[config.mk]
export PLATFORM = sky130hd
export DESIGN_NAME = jpeg_header_dimension_parser
export DESIGN_NICKNAME = d
export VERILOG_FILES = /design/src/hdl/jhdp_pkg.sv /design/src/hdl/jhdp_parser.sv /design/src/hdl/jpeg_header_dimension_parser.sv
export SDC_FILE = /design/constraint.sdc
export NUM_CORES = 1
export LEC_CHECK = 0
export BUFFER_PORTS_ARGS = -buffer_cell sky130_fd_sc_hd__buf_2
export CAP_MARGIN = 15
export CORE_ASPECT_RATIO = 1.1
export CORE_UTILIZATION = 59
export CTS_CLUSTER_SIZE = 30
export DETAILED_ROUTE_END_ITERATION = 8
export PLACE_DENSITY = 0.8
export SLEW_MARGIN = 30
export SYNTH_ARGS = -nofsm -noshare
export SYNTH_HDL_FRONTEND = slang
export SYNTH_SLANG_ARGS = --single-unit
export TNS_END_PERCENT = 50
[constraint.sdc]
create_clock -name clk_i -period 3.55 [get_ports clk_i]
set_input_delay 0.1775 -clock clk_i [delete_from_list [all_inputs] [get_ports clk_i]]
set_output_delay 0.1775 -clock clk_i [all_outputs]
set_load 0.01 [all_outputs]
[src/hdl/jhdp_pkg.sv]
package jhdp_pkg;

  typedef enum logic [3:0] {
    PH_SOI0     = 4'd0,
    PH_SOI1     = 4'd1,
    PH_SYNC     = 4'd2,
    PH_MARKER   = 4'd3,
    PH_LEN_HI   = 4'd4,
    PH_LEN_LO   = 4'd5,
    PH_SKIP     = 4'd6,
    PH_SOF_LHI  = 4'd7,
    PH_SOF_LLO  = 4'd8,
    PH_SOF_PREC = 4'd9,
    PH_H_HI     = 4'd10,
    PH_H_LO     = 4'd11,
    PH_W_HI     = 4'd12,
    PH_W_LO     = 4'd13,
    PH_IDLE     = 4'd14
  } phase_e;

  typedef enum logic [2:0] {
    ST_FOUND    = 3'd0,
    ST_NOT_JPEG = 3'd1,
    ST_EOI      = 3'd2,
    ST_NO_DATA  = 3'd3,
    ST_SYNC     = 3'd4
  } status_e;

  localparam logic [7:0] ByteFf   = 8'hFF;
  localparam logic [7:0] MarkSoi  = 8'hD8;
  localparam logic [7:0] MarkSof0 = 8'hC0;
  localparam logic [7:0] MarkEoi  = 8'hD9;

  // one result from the parser toward the output register
  typedef struct packed {
    logic        emit;
    status_e     status;
    logic [15:0] height;
    logic [15:0] width;
  } result_t;

  // markers that carry a big-endian segment length
  function automatic logic marker_has_length(input logic [7:0] m);
    logic hit;
    hit = 1'b0;
    if (m >= 8'hC1 && m <= 8'hC7) hit = 1'b1;
    if (m >= 8'hC9 && m <= 8'hCB) hit = 1'b1;
    if (m >= 8'hCD && m <= 8'hCF) hit = 1'b1;
    if (m == 8'hDA || m == 8'hDB || m == 8'hDD) hit = 1'b1;
    if (m >= 8'hE0 && m <= 8'hEF) hit = 1'b1;
    if (m == 8'hFE) hit = 1'b1;
    return hit;
  endfunction

endpackage

[src/hdl/jhdp_parser.sv]
module jhdp_parser (
  input  logic              clk_i,
  input  logic              rst_ni,
  input  logic              step_i,
  input  logic [7:0]        byte_i,
  input  logic              last_i,
  output jhdp_pkg::result_t result_o
);

  jhdp_pkg::phase_e phase_q, phase_d;
  logic [15:0] seg_rem_q, seg_rem_d;
  logic [7:0]  len_hi_q, len_hi_d;
  logic [15:0] frame_h_q, frame_h_d;
  logic [7:0]  width_hi_q, width_hi_d;
  logic        sent_q, sent_d;

  logic [15:0] len;
  logic [15:0] seg_dec;

  assign len     = {len_hi_q, byte_i};
  assign seg_dec = seg_rem_q - 16'd1;

  always_comb begin
    phase_d    = phase_q;
    seg_rem_d  = seg_rem_q;
    len_hi_d   = len_hi_q;
    frame_h_d  = frame_h_q;
    width_hi_d = width_hi_q;
    sent_d     = sent_q;
    result_o   = '{emit: 1'b0, status: jhdp_pkg::ST_FOUND, height: 16'd0, width: 16'd0};

    if (!sent_q) begin
      case (phase_q)
        jhdp_pkg::PH_SOI0: begin
          if (byte_i == jhdp_pkg::ByteFf) phase_d = jhdp_pkg::PH_SOI1;
          else begin
            result_o.emit   = 1'b1;
            result_o.status = jhdp_pkg::ST_NOT_JPEG;
          end
        end
        jhdp_pkg::PH_SOI1: begin
          if (byte_i == jhdp_pkg::MarkSoi) phase_d = jhdp_pkg::PH_SYNC;
          else begin
            result_o.emit   = 1'b1;
            result_o.status = jhdp_pkg::ST_NOT_JPEG;
          end
        end
        jhdp_pkg::PH_SYNC: begin
          if (byte_i == jhdp_pkg::ByteFf) phase_d = jhdp_pkg::PH_MARKER;
          else begin
            result_o.emit   = 1'b1;
            result_o.status = jhdp_pkg::ST_SYNC;
          end
        end
        jhdp_pkg::PH_MARKER: begin
          if (byte_i == jhdp_pkg::MarkEoi) begin
            result_o.emit   = 1'b1;
            result_o.status = jhdp_pkg::ST_EOI;
          end else if (byte_i == jhdp_pkg::MarkSof0) begin
            phase_d = jhdp_pkg::PH_SOF_LHI;
          end else if (jhdp_pkg::marker_has_length(byte_i)) begin
            phase_d = jhdp_pkg::PH_LEN_HI;
          end else begin
            phase_d = jhdp_pkg::PH_SYNC;
          end
        end
        jhdp_pkg::PH_LEN_HI, jhdp_pkg::PH_SOF_LHI: begin
          // an ff here is already the sync of the next marker
          if (byte_i == jhdp_pkg::ByteFf) phase_d = jhdp_pkg::PH_MARKER;
          else begin
            len_hi_d = byte_i;
            phase_d  = (phase_q == jhdp_pkg::PH_LEN_HI) ? jhdp_pkg::PH_LEN_LO
                                                        : jhdp_pkg::PH_SOF_LLO;
          end
        end
        jhdp_pkg::PH_LEN_LO: begin
          if (len < 16'd2) begin
            result_o.emit   = 1'b1;
            result_o.status = jhdp_pkg::ST_SYNC;
          end else begin
            seg_rem_d = len - 16'd2;
            phase_d   = (len == 16'd2) ? jhdp_pkg::PH_SYNC : jhdp_pkg::PH_SKIP;
          end
        end
        jhdp_pkg::PH_SKIP: begin
          seg_rem_d = seg_dec;
          if (seg_dec == 16'd0) phase_d = jhdp_pkg::PH_SYNC;
        end
        jhdp_pkg::PH_SOF_LLO:  phase_d = jhdp_pkg::PH_SOF_PREC;
        jhdp_pkg::PH_SOF_PREC: phase_d = jhdp_pkg::PH_H_HI;
        jhdp_pkg::PH_H_HI: begin
          frame_h_d = {byte_i, 8'd0};
          phase_d   = jhdp_pkg::PH_H_LO;
        end
        jhdp_pkg::PH_H_LO: begin
          frame_h_d = {frame_h_q[15:8], byte_i};
          phase_d   = jhdp_pkg::PH_W_HI;
        end
        jhdp_pkg::PH_W_HI: begin
          width_hi_d = byte_i;
          phase_d    = jhdp_pkg::PH_W_LO;
        end
        jhdp_pkg::PH_W_LO: begin
          result_o.emit   = 1'b1;
          result_o.status = jhdp_pkg::ST_FOUND;
          result_o.height = frame_h_q;
          result_o.width  = {width_hi_q, byte_i};
        end
        default: ;
      endcase
      if (!result_o.emit && last_i) begin
        result_o.emit   = 1'b1;
        result_o.status = jhdp_pkg::ST_NO_DATA;
      end
    end

    if (result_o.emit) begin
      sent_d  = 1'b1;
      phase_d = jhdp_pkg::PH_IDLE;
    end

    // end of file rearms the parser
    if (last_i) begin
      phase_d    = jhdp_pkg::PH_SOI0;
      seg_rem_d  = 16'd0;
      len_hi_d   = 8'd0;
      frame_h_d  = 16'd0;
      width_hi_d = 8'd0;
      sent_d     = 1'b0;
    end
  end

  always_ff @(posedge clk_i or negedge rst_ni) begin
    if (!rst_ni) begin
      phase_q    <= jhdp_pkg::PH_SOI0;
      seg_rem_q  <= 16'd0;
      len_hi_q   <= 8'd0;
      frame_h_q  <= 16'd0;
      width_hi_q <= 8'd0;
      sent_q     <= 1'b0;
    end else if (step_i) begin
      phase_q    <= phase_d;
      seg_rem_q  <= seg_rem_d;
      len_hi_q   <= len_hi_d;
      frame_h_q  <= frame_h_d;
      width_hi_q <= width_hi_d;
      sent_q     <= sent_d;
    end
  end

`ifndef ASSERT_OFF
  a_sent_idle: assert property (@(posedge clk_i) disable iff (!rst_ni)
    sent_q |-> phase_q == jhdp_pkg::PH_IDLE)
    else $error("result sent but parser not idle");

  a_skip_nonzero: assert property (@(posedge clk_i) disable iff (!rst_ni)
    phase_q == jhdp_pkg::PH_SKIP |-> seg_rem_q != 16'd0)
    else $error("skipping with empty segment count");

  a_one_result: assert property (@(posedge clk_i) disable iff (!rst_ni)
    step_i && result_o.emit && !last_i |=> sent_q)
    else $error("result not recorded");

  a_rearm: assert property (@(posedge clk_i) disable iff (!rst_ni)
    step_i && last_i |=> phase_q == jhdp_pkg::PH_SOI0 && !sent_q)
    else $error("parser not rearmed after last byte");
`endif

endmodule

[src/hdl/jpeg_header_dimension_parser.sv]
// Byte-serial JPEG header parser: checks the SOI marker, walks marker segments and reports
// the SOF0 frame height and width, or an error status, once per file (the byte flagged by
// last_byte_i ends the file and rearms the parser). One byte is accepted every cycle while
// the input is not stalled; a byte waits in an input register, steps the parser from there,
// and any result that it gives is loaded into an output register. Input is stalled only while a byte waits
// in the input register and the output register holds a result that is not taken.
module jpeg_header_dimension_parser (
  input  logic        clk_i,
  input  logic        rst_ni,
  input  logic        in_valid_i,
  output logic        in_stall_o,
  input  logic [7:0]  data_byte_i,
  input  logic        last_byte_i,
  output logic        out_valid_o,
  input  logic        out_stall_i,
  output logic [2:0]  status_o,
  output logic [15:0] height_o,
  output logic [15:0] width_o
);

  logic        s1_valid_q, s1_valid_d;
  logic [7:0]  s1_byte_q;
  logic        s1_last_q;
  logic        out_valid_q, out_valid_d;
  logic [2:0]  status_q;
  logic [15:0] height_q;
  logic [15:0] width_q;

  logic in_accept;
  logic out_free;
  logic step;
  jhdp_pkg::result_t result;

  // output slot is free when empty or being drained this cycle
  assign out_free   = !out_valid_q || !out_stall_i;
  assign step       = s1_valid_q && out_free;
  assign in_stall_o = s1_valid_q && !out_free;
  assign in_accept  = in_valid_i && !in_stall_o;

  assign s1_valid_d  = in_accept || (s1_valid_q && !step);
  assign out_valid_d = (step && result.emit) || (out_valid_q && out_stall_i);

  jhdp_parser u_parser (
    .clk_i    (clk_i),
    .rst_ni   (rst_ni),
    .step_i   (step),
    .byte_i   (s1_byte_q),
    .last_i   (s1_last_q),
    .result_o (result)
  );

  always_ff @(posedge clk_i or negedge rst_ni) begin
    if (!rst_ni) begin
      s1_valid_q  <= 1'b0;
      out_valid_q <= 1'b0;
    end else begin
      s1_valid_q  <= s1_valid_d;
      out_valid_q <= out_valid_d;
    end
  end

  always_ff @(posedge clk_i) begin
    if (in_accept) begin
      s1_byte_q <= data_byte_i;
      s1_last_q <= last_byte_i;
    end
    if (step && result.emit) begin
      status_q <= result.status;
      height_q <= result.height;
      width_q  <= result.width;
    end
  end

  assign out_valid_o = out_valid_q;
  assign status_o    = status_q;
  assign height_o    = height_q;
  assign width_o     = width_q;

`ifndef ASSERT_OFF
  a_s1_hold: assert property (@(posedge clk_i) disable iff (!rst_ni)
    s1_valid_q && !out_free |=> s1_valid_q && $stable(s1_byte_q) && $stable(s1_last_q))
    else $error("input register lost a request");

  a_out_hold: assert property (@(posedge clk_i) disable iff (!rst_ni)
    out_valid_q && out_stall_i |=> out_valid_q && $stable(status_q))
    else $error("stalled result changed");

  a_no_overwrite: assert property (@(posedge clk_i) disable iff (!rst_ni)
    step |-> out_free)
    else $error("parser stepped into a full output register");
`endif

endmodule

* After elaboration in Yosys (flattened, before gate mapping) *
Index checks and enable logic that the tools add are counted.

operators by class
  reduce and logical (&&, ||, !) cells = 41
  div/mod/pow operators = 0
  equality and inequality tests = 33
  shifts and indexed selects = 0
  bitwise gates (word level) = 1
  muxes and demuxes = 51
  $lt $le $gt $ge = 9
  multiply operators = 0
  add/subtract/negate cells = 2

operator list
  cell                                                       number
  2-to-1 mux 16 bit                                          5
  2-to-1 mux 4 bit                                           19
  == test 8 bit (second input constant)                      8
  case mux 16 bit (2 select lines)                           2
  2-to-1 mux 8 bit                                           7
  case mux 4 bit (12 select lines)                           1
  2-to-1 mux 36 bit                                          1
  greater-or-equal comparator 8 bit (second input constant)  4
  <= comparator 8 bit (second input constant)                4
  2-to-1 mux 32 bit                                          1
  == test 4 bit (second input constant)                      6
  case mux 4 bit (6 select lines)                            1
  == test 16 x 2 -> 1 bit (second input constant)            1
  == test 4 x 3 -> 1 bit (second input constant)             4
  zero test 16 bit                                           1
  < comparator 16 x 2 -> 1 bit (second input constant)       1
  != test 4 x 3 -> 1 bit (second input constant)             4
  subtractor 16 x 1 -> 16 bit (second input constant)        1
  subtractor 16 x 2 -> 16 bit (second input constant)        1
  nonzero test 14 bit                                        1
  2-to-1 mux 1 bit                                           12
  AND reduction 4 bit                                        3
  logical AND 1 bit                                          11
  AND reduction 9 bit                                        1
  15 further kinds                                           37

word-level totals
  ROM bits = 0
  RAM bits = 0
  memories kept = 0
  bits of input ports = 13
  register bits after elaboration = 99
  word-level logic and storage cells = 152
  latch bits = 0

* Longest topological paths before layout *
Gate-level depths: netlist of the first run.

  depth in word-level cells = 19
  depth in mapped cells = 9
  mapped depth without buffers = 9

* Modules after synthesis *
Synthesis of the first run repeated with hierarchy kept, for this count alone.

second synthesis, totals
  cells, all modules = 528
  area total of the unflattened synthesis = 5,131.2 sq um

modules (own cells, without submodules)
  module                        instances  sequential area each (sq um)  cells an instance  area each (sq um)
  jhdp_parser                   1          1,326.3                       473                3,711.1
  jpeg_header_dimension_parser  1          1,371.3                       55                 1,420.1

* Worst setup path after synthesis of the first run *
No wires, ideal clock.

  path kind = register to register
  start = reg u_parser.phase_q[2]
  end = reg height_q[0], in the netlist height_o[0] (enable)
  data arrival time = 2,563 ps
  stages on the path, launching flop included = 7
  path buffers = 1
  library setup time = 395 ps
  setup slack = 592 ps
  cell sequence = dfrtp_1 clkbuf_1 or4bb_2 nor4_1 a211oi_1 nand3_1 o21a_1

on the way
  cells in the longest elaborated chain, start to end = 8
  elaborated cells on any way between the ends = 13
  those cells by class = eq/ne: 5; mux: 4; reduce/logical: 4

ends and longest elaborated chain
  what                                         RTL line                            RTL
  from (decl)                                  jhdp_parser.sv:10                   jhdp_pkg::phase_e phase_q, phase_d;
  from (signal assigned)                       jhdp_parser.sv:135                  phase_q <= jhdp_pkg::PH_SOI0;
  from (signal assigned)                       jhdp_parser.sv:142                  phase_q <= phase_d;
  == test 4 bit, or another cell as far along  jhdp_parser.sv:33                   case (phase_q)
  case mux 4 bit (6 select lines) *            jhdp_parser.sv:33
  2-to-1 mux 4 bit *                           jhdp_parser.sv:32                   if (!sent_q) begin
  zero test 1 bit                              jhdp_parser.sv:111                  if (!result_o.emit && last_i) begin
  logical AND 1 bit                            jhdp_parser.sv:111
  2-to-1 mux 4 bit *                           jhdp_parser.sv:111
  2-to-1 mux 36 bit *                          jhdp_parser.sv:32
  logical AND 1 bit *                          jpeg_header_dimension_parser.sv:67  if (step && result.emit) begin
  to (signal assigned)                         jpeg_header_dimension_parser.sv:69  height_q <= result.height;
  to (decl)                                    jpeg_header_dimension_parser.sv:26  logic [15:0] height_q;

Mark *: on every way between the ends. The rest lies on a longest branch, timed or not. The select of a mux whose other input is x is not followed.
A chain may end at the register's enable or synchronous reset.

* Final worst setup path of the first run *
  start = reg u_parser.phase_q[2]
  end = reg width_q[10], in the netlist width_o[10] (enable)

on the way
  cells in the longest elaborated chain, start to end = 8
  elaborated cells on any way between the ends = 13
  those cells by class = eq/ne: 5; mux: 4; reduce/logical: 4

ends and longest elaborated chain
  what                                         RTL line                            RTL
  == test 4 bit, or another cell as far along  jhdp_parser.sv:33
  case mux 4 bit (6 select lines) *            jhdp_parser.sv:33
  2-to-1 mux 4 bit *                           jhdp_parser.sv:32
  zero test 1 bit                              jhdp_parser.sv:111
  logical AND 1 bit                            jhdp_parser.sv:111
  2-to-1 mux 4 bit *                           jhdp_parser.sv:111
  2-to-1 mux 36 bit *                          jhdp_parser.sv:32
  logical AND 1 bit *                          jpeg_header_dimension_parser.sv:67
  to (signal assigned)                         jpeg_header_dimension_parser.sv:70  width_q <= result.width;
  to (decl)                                    jpeg_header_dimension_parser.sv:27  logic [15:0] width_q;

Marked as above.

==> flow_summary.ini, run 1 <==
[sta]
tns_ps = 0
timing.slew.headroom_pct = 45.9
skew_ps = 12.6
finalHoldViolations = 0
slew_viol_final = 0
fin_crit_sh_pct = 80.5
rsz0062_at_grt = false
fmax_ghz = 0.350
setup_viol = 0
min_period_ps = 2860
worst_pin_slew_ps = 804

[yosys]
muxShareOfSynthArea_pct = 1.82
ys_types = 64
syn_area_sq_mm = 0.00503
synth.area.top_cells = dfrtp_1, edfxtp_1, nand2_1
ys_ff_latch = 99
yosys.area.top_type = dfrtp_1
avgSynthCellArea_sq_um = 10.2
synth_top_family_by_area = simple AND/OR/NAND/NOR gates
synth_common_cells = nand2_1, dfrtp_1, edfxtp_1, o21ai_0, and2_1
yosysMostFrequentCell = nand2_1
synth-simple-area-share_pct = 23.0
ys.flop_type = dfrtp_1
yosys.area_share.adder_pct = 0.995
seq_area_frac_synth_pct = 53.6
synth_xor_area_share_pct = 2.61
synth-warning-count = 0
yosysTopAreaCellShare_pct = 27.4
async_reset_ff_share_pct = 55.6
syn_nets = 508
synth_compound_area_share_pct = 14.0
synthCells = 491
synth-edff-count = 44

[grt]
grt_max_degree = 37
grt_pass1_vias = 3748
gr-total-overflow = 0
track_usage_pct = 27.1
grt_pass1_wl_microns = 18800
antenna_found_initial = 0

[power]
p_per_area_mw_per_mm2 = 588
p_leak_nw = 2.35
peakVddDrop_mv = 0.378

[run_status]
status = completed

[placement]
io_buffers = 49
dp_hpwl_microns = 8080
place_inst = 627
routabilityCongestion = 0.974

[flow_run]
cap_viol_max_count = 0

[floorplan]
core-area_sq_mm = 0.00808
dieArea_sq_mm = 0.00890
pin_count = 50
die-width_microns = 90.0
die_h_microns = 98.8
rows = 34
start_util_pct = 62.2

[worst_setup_path]
rrSetupSlack_ps = 690
cp_data_required_time_ps = 3570
cp.arrival_ps = 2870
crit_path_end_kind = flip-flop
path_class = flip-flop to flip-flop
worstPathMaxFanout = 36
start_kind = flip-flop

[routing]
drc = 0
ant_nets = 0
drt_iter0_drc = 293
drt-vias-per-instance = 6.09
routed_wl_microns = 11400
drt_pre_antenna_iters = 5
dr_total_vias = 3978
wl_per_cell_microns = 17.5

[final_layout]
drive_gt1_share_pct = 16.5
fin_nets = 557
nFillCells = 617
layout.cells.non_filler = 653
n_antenna_cell = 0
area_growth_pct = 11.8

[clock_tree]
h-tree-depth = 3
cts_tree = done
clock-sinks = 99
post_cts_buffers = 0
cts_buffers = 9
cts-root-buf = clkbuf_8
clk_latency_ps = 360
clockBufferDepth = 2
clk_pin_slew_ps = 100

[min_path]
hp-class = input port to flip-flop
-- worst max-delay path: stages, from the launching register on --
cell and delay (ps):
dfrtp_1 590, or4bb_2 700, nor4_1 260, a211oi_1 160
nand3_1 250, o21a_1 140, buf_4 380
-- path summary, 6_finish.rpt --
kind	start	to	cells past startpoint
max	u_parser.phase_q[2]	width_o[10]	6
min	data_byte_i[7]	s1_byte_q[7]	1
max reg2reg	u_parser.phase_q[2]	width_o[10]	6
min reg2reg	u_parser.frame_h_q[11]	u_parser.frame_h_q[11]	2
max in group asynchronous	rst_ni	u_parser.width_hi_q[3]	3
min in group asynchronous	rst_ni	s1_valid_q	2
-- routing by layer --
metal / GRT usage, % / vias to the layer above / part of all wire, %
li1: - / 1873 / -
met1: 35.9 / 1918 / 42
met2: 44.9 / 158 / 50
met3: 4.32 / 29 / 5.2
met4: 11.0 / 0 / 3.2
met5: 0 / - / 0
-- logic make-up after synthesis --
group / count (synthesis)
flops: 99
simple gates: 216
buf+inv: 41
compound gates: 107
mux: 9
xor+xnor: 15
fa+ha+maj: 4
-- where the power goes --
group	switching (mW)	internal [mW]	total [mW]
logic	0.616	0.372	0.988
registers	0.186	1.43	1.62
clock network	0.413	0.289	0.702
total	1.22	2.09	3.31
-- cell usage in the layout (no fill, tap or decap), types with 3 or more instances in the layout --
cell type      synthesis  final
a21oi_1                8      8
a22o_1                13     13
and2_1                29     29
buf_2                  5     49
buf_4                  3      9
clkbuf_8               1     10
dfrtp_1               55     55
dlygate4sd3_1          0     10
edfxtp_1              44     44
ha_1                   4      4
inv_1                 11     11
mux2i_1                8      8
nand2_1               69     69
nand2b_1               6      6
nand3_1               16     16
nand3b_1               6      6
nand4_1                4      4
nor2_1                27     27
nor2b_1                4      4
nor3_1                16     16
nor4_1                 7      7
o211ai_1               6      6
o21ai_0               42     42
o31ai_1               16     16
or2_2                  3      3
or3_1                  3      3
or4_1                  4      4
xnor2_1                7      7
xor2_1                 8      8
-- sequential cells by signal (all words and copies together), names as in the netlist --
name and flops:
u_parser.sent_q 1, width_o 16, s1_byte_q 8, status_o 3
height_o 16, u_parser.seg_rem_q 16, u_parser.width_hi_q 8, u_parser.phase_q 4
u_parser.len_hi_q 8, out_valid_o 1, u_parser.frame_h_q 16, s1_valid_q 1
s1_last_q 1
-- cell type report --
type | instances | area (sq um) | area share (%)
Multi-Input combinational cell | 351 | 2140 | 38.1
Sequential cell | 99 | 2700 | 48.0
Tap cell | 108 | 135 | 2.40
Clock buffer | 10 | 138 | 2.45
Clock inverter | 6 | 56.3 | 1.00
Inverter | 11 | 41.3 | 0.734
Timing Repair Buffer | 68 | 413 | 7.34
-- metrics by stage --
stage	power, mW	utilization, %	worst slack, ps	instance area (sq um)	hold slack (ps)
after detailed placement	2.60	65.9	749	5330	248
after CTS	3.31	69.4	705	5610	13.8
after floorplan	2.29	-	592	5030	-118
after global placement	2.57	65.8	795	5320	248
final	3.31	69.6	693	5620	37.2
after global routing	3.50	69.6	492	5620	13.5
-- what timing repair did --
action,in CTS,in global routing
resized for setup,0,0
hold endpoints to repair,36,1
hold buffers,9,1
Power figures use the tool's default switching activity.
==> run 2: changes to the inputs <==
--- a/config.mk
+++ b/config.mk
@@ -8,10 +8,10 @@
 export BUFFER_PORTS_ARGS = -buffer_cell sky130_fd_sc_hd__buf_2
 export CAP_MARGIN = 15
 export CORE_ASPECT_RATIO = 1.1
-export CORE_UTILIZATION = 59
+export CORE_UTILIZATION = 53
 export CTS_CLUSTER_SIZE = 30
 export DETAILED_ROUTE_END_ITERATION = 8
-export PLACE_DENSITY = 0.8
+export PLACE_DENSITY = 0.76
 export SLEW_MARGIN = 30
 export SYNTH_ARGS = -nofsm -noshare
 export SYNTH_HDL_FRONTEND = slang
==> constraint.sdc (replaced) <==
create_clock -name clk_i -period 2.6 [get_ports clk_i]
set_input_delay 0.13 -clock clk_i [delete_from_list [all_inputs] [get_ports clk_i]]
set_output_delay 0.13 -clock clk_i [all_outputs]
set_load 0.01 [all_outputs]
==> run 2 against run 1 <==
Against the previous run:
- sequential share of layout area is 1.9 points lower
- first-iteration DRC count rose by 16%
- cell area grew 4.1%
- wire length increased by 4.9%
- critical path depth rose by 2
- clock skew is 1.3 ps higher
- maximum frequency rose by 15%
- non-clock buffer count grew 29
- utilization down 4.9 points
- critical path type unchanged
- critical endpoint is now u_parser.seg_rem_q[15]
==> flow_summary.ini, run 2 (same netlist as run 1, synthesis figures left out) <==
[routing]
dr_total_vias = 4105
drt_pre_antenna_iters = 5
drt-vias-per-instance = 5.97
ant_nets = 0
routed_wl_microns = 12000
drt_iter0_drc = 339
drc = 0
wl_per_cell_microns = 17.4

[final_layout]
mostFrequentLayoutCells = nand2_1, dfrtp_1, buf_2
nFillCells = 753
regArea_sq_mm = 0.00270
fin_nets = 586
n_antenna_cell = 0
drive_gt1_share_pct = 20.2
multiInputGateArea_sq_mm = 0.00215
area_growth_pct = 16.4
layout_commonest_cell = nand2_1

[power]
p_leak_nw = 2.49
peakVddDrop_mv = 0.524
post-layout-total-power_mw = 4.65
p_per_area_mw_per_mm2 = 795

[worst_setup_path]
crit_path_end_kind = flip-flop
startpoint = s1_byte_q[2]
start_kind = flip-flop
critPathMaxStageDelay_ps = 470
critPathSlowestCell = or3_2
cp_cell_sequence = inv_1 -> ha_1 -> or4b_1 -> or3_2 -> nor2_1 -> xor2_1 -> a22o_1 -> a22o_1
cp.arrival_ps = 2740
worstPathMaxFanout = 3
path_common_cell = a22o_1
r2r-start = s1_byte_q[2]
cp_data_required_time_ps = 2870
path_class = flip-flop to flip-flop

[grt]
gr-total-overflow = 0
grt_pass1_wl_microns = 19500
grt_pass1_vias = 3935
grt_max_degree = 38
antenna_found_initial = 0
track_usage_pct = 26.0

[placement]
io_buffers = 49
routabilityCongestion = 0.926
dp_hpwl_microns = 8680
pre_cts_slack_ps = 107

[floorplan]
die_h_microns = 104
die-width_microns = 94.9
dieArea_sq_mm = 0.00988
rows = 36
pin_count = 50
start_util_pct = 55.5
core-area_sq_mm = 0.00905

[sta]
fin_ws_ps = 121
setup_viol = 0
timing.slew.headroom_pct = 47.9
fmax_ghz = 0.403
rsz0062_at_grt = false
min_period_ps = 2480
worst_pin_slew_ps = 774
tns_ps = 0
skew_ps = 13.9
slew_viol_final = 0
fin_crit_sh_pct = 95.4
finalHoldViolations = 0

[clock_tree]
clk_pin_slew_ps = 90
clockBufferDepth = 2
clk_latency_ps = 380
h-tree-depth = 3
cts_buffers = 9
cts-root-buf = clkbuf_8
cts_tree = done
clock-sinks = 99

[min_path]
hp-class = input port to asynchronous set/reset pin

[run_status]
status = completed

[flow_run]
cap_viol_max_count = 0
-- run 2: layout make-up --
type | count | share of cell area [%]
Clock inverter | 4 | 0.535
Inverter | 11 | 0.706
Timing Repair Buffer | 97 | 10.9
Tap cell | 114 | 2.44
Clock buffer | 12 | 2.67
Multi-Input combinational cell | 351 | 36.7
Sequential cell | 99 | 46.1
-- run 2: power breakdown --
| part | switching [mW] | internal [mW] | total, mW |
|---|---|---|---|
| combinational | 0.979 | 0.612 | 1.59 |
| clock | 0.538 | 0.415 | 0.953 |
| sequential | 0.152 | 1.96 | 2.11 |
| total | 1.67 | 2.98 | 4.65 |
-- run 2: critical path, delay by kind of cell, from the launching register on --
kind            cells  cell delay (ps)
xor+xnor            1               90
compound gates      2              470
fa+ha+maj           1              220
flops               1              390
buf+inv             1              140
simple gates        3             1080
-- run 2: per-stage QoR --
| step | cell area [sq um] | utilization, % | cells | hold slack [ps] |
|---|---|---|---|---|
| 6_report | 5850 | 64.6 | 688 | 233 |
| 5_1_grt | 5850 | 64.6 | 688 | 258 |
| 4_1_cts | 5840 | 64.5 | 687 | 242 |
| 3_5_place_dp | 5530 | 61.1 | 659 | 99.0 |
| 3_3_place_gp | 5530 | 61.1 | 659 | 105 |
| 2_1_floorplan | 5040 | - | 491 | -166 |
-- run 2: layer usage --
metal	wire length, microns	track usage, %	up-vias
li1	-	-	1936
met1	5200	35.4	1984
met2	5720	39.4	152
met3	686	6.43	33
met4	339	11.0	0
met5	0	0	-
-- run 2: timing repair --
item | in CTS | in global routing
gates resized for setup | 0 | 2
buffers inserted | 0 | 1
hold buffers | 12 | 0
endpoints found under the hold margin | 29 | 0
endpoints found under the setup margin | 0 | 2
-- run 2: worst paths after layout --
path | endpoint | slack, ps | cells past startpoint
setup reg to reg | u_parser.seg_rem_q[15] | 120 | 8
setup / recovery | u_parser.seg_rem_q[15] | 120 | 8
hold / removal | u_parser.seg_rem_q[8] | 230 | 2
max in group asynchronous | u_parser.frame_h_q[8] | 1510 | 3
min in group clk_i | s1_byte_q[7] | 470 | 2
hold reg to reg | u_parser.frame_h_q[11] | 480 | 2
==> run 3: changes to the inputs <==
--- a/config.mk
+++ b/config.mk
@@ -5,13 +5,14 @@
 export SDC_FILE = /design/constraint.sdc
 export NUM_CORES = 1
 export LEC_CHECK = 0
-export BUFFER_PORTS_ARGS = -buffer_cell sky130_fd_sc_hd__buf_2
+export BUFFER_PORTS_ARGS = -buffer_cell sky130_fd_sc_hd__clkbuf_2
 export CAP_MARGIN = 15
 export CORE_ASPECT_RATIO = 1.1
-export CORE_UTILIZATION = 53
+export CORE_UTILIZATION = 50
 export CTS_CLUSTER_SIZE = 30
 export DETAILED_ROUTE_END_ITERATION = 8
-export PLACE_DENSITY = 0.76
+export GPL_TIMING_DRIVEN = 0
+export PLACE_DENSITY = 0.72
 export SLEW_MARGIN = 30
 export SYNTH_ARGS = -nofsm -noshare
 export SYNTH_HDL_FRONTEND = slang
==> run 3 against run 2 <==
Against the previous run:
- the run now ends with DRC left
- wire length is 7.1% higher
- clock power up 14%
- count of clock-buffer cells in the layout fell by 3
- critical endpoint is now u_parser.seg_rem_q[14]
==> flow_summary.ini, run 3 (same netlist as run 1, synthesis figures left out) <==
[routing]
routed_wl_microns = 12800
drt_iter0_drc = 276
ant_nets = 0
wl_per_cell_microns = 18.1
drt_pre_antenna_iters = 7
drc = 8
drt-vias-per-instance = 5.94
dr_total_vias = 4197

[floorplan]
dieArea_sq_mm = 0.0105
core-area_sq_mm = 0.00984
pin_count = 50
rows = 38
die-width_microns = 97.6
die_h_microns = 107
start_util_pct = 51.1

[sta]
slew_viol_final = 0
skew_ps = 14.3
rsz0062_at_grt = true
fin_crit_sh_pct = 97.6
holdWs_ps = 185
tns_ps = 0
fin_ws_ps = 63.5
worst_pin_slew_ps = 776
fmax_ghz = 0.394
setup_viol = 0
min_period_ps = 2540
timing.slew.headroom_pct = 47.7
finalHoldViolations = 0

[final_layout]
layout_commonest_cell = nand2_1
area_growth_pct = 21.5
fin_area_sq_mm = 0.00611
n_antenna_cell = 0
layout.cells.non_filler = 706
mostFrequentLayoutCells = nand2_1, dfrtp_1, clkbuf_2
fin_nets = 598
post-route-util_pct = 62.1
drive_gt1_share_pct = 22.4

[placement]
pre_cts_slack_ps = -468
io_buffers = 49
placed_area_sq_mm = 0.00546
routabilityCongestion = 0.952
place_inst = 661
dp_hpwl_microns = 8590

[worst_setup_path]
worstPathMaxFanout = 10
start_kind = flip-flop
rrSetupSlack_ps = 60
worstReg2RegEnd = u_parser.seg_rem_q[14]
startpoint = s1_byte_q[6]
crit_path_end_kind = flip-flop
r2r-start = s1_byte_q[6]
cp.arrival_ps = 2820
reg2reg_depth = 10
path_class = flip-flop to flip-flop
crit_end = u_parser.seg_rem_q[14]
cp_data_required_time_ps = 2880

[grt]
antenna_found_initial = 0
gr-total-overflow = 0
grt_max_degree = 39
grt_pass1_vias = 4003
track_usage_pct = 25.5
grt_pass1_wl_microns = 20400

[clock_tree]
cts-root-buf = clkbuf_8
clockBufferDepth = 2
clk_pin_slew_ps = 110
clk_latency_ps = 380
cts_buffers = 9
cts_tree = done
h-tree-depth = 3
clock-sinks = 99

[power]
p_leak_nw = 2.57
p_per_area_mw_per_mm2 = 804
post-layout-total-power_mw = 4.91
peakVddDrop_mv = 0.345

[run_status]
violations = DRC
status = finished with violations

[flow_run]
cap_viol_max_count = 0

[min_path]
hp-class = input port to asynchronous set/reset pin
run 3: worst min path at each step:
stage	slack, ps	depth (start not counted)	to	startpoint
after detailed placement	60	1	s1_valid_q	rst_ni
final	180	2	s1_valid_q	rst_ni
after CTS	190	2	s1_valid_q	rst_ni
after global placement	310	1	s1_byte_q[5]	data_byte_i[5]
after global routing	200	2	out_valid_o	rst_ni
after floorplan	-170	0	out_valid_o	rst_ni
run 3: routing by layer:
layer,track usage [%],vias to the layer above,wire length (microns)
li1,-,1964,-
met2,43.3,153,6410
met5,0,-,0
met4,10.3,0,204
met1,32.6,2059,5550
met3,4.24,21,632
run 3: final cells by class:
type	instances	area, sq um
buffer	28	159
clock buffer	9	124
clock inverter	7	92.6
fill	800	3730
inverter	11	41.3
multi-input combinational	352	2300
sequential	99	2700
tap	120	150
timing repair buffer	80	548
run 3: critical path, cell delays in order, from the launching register on:
cell and delay (ps):
edfxtp_1 400, buf_6 150, or4_4 570, nor4_4 300, and2_4 220, nor4_4 40, buf_4 190, nand2_1 100
buf_6 140, o21ai_0 100, a22o_1 230
run 3: repair_timing:
item,4_1_cts,5_1_grt
gates cloned,1,0
pin swaps,2,6
hold buffers,12,0
endpoints found under the setup margin,56,68
hold endpoints to repair,66,0
gates resized for setup,12,20
buffers inserted,8,10
run 3: where the power goes:
| group | switching, mW | internal (mW) |
|---|---|---|
| clock | 0.613 | 0.472 |
| sequential | 0.159 | 1.95 |
| combinational | 1.07 | 0.643 |
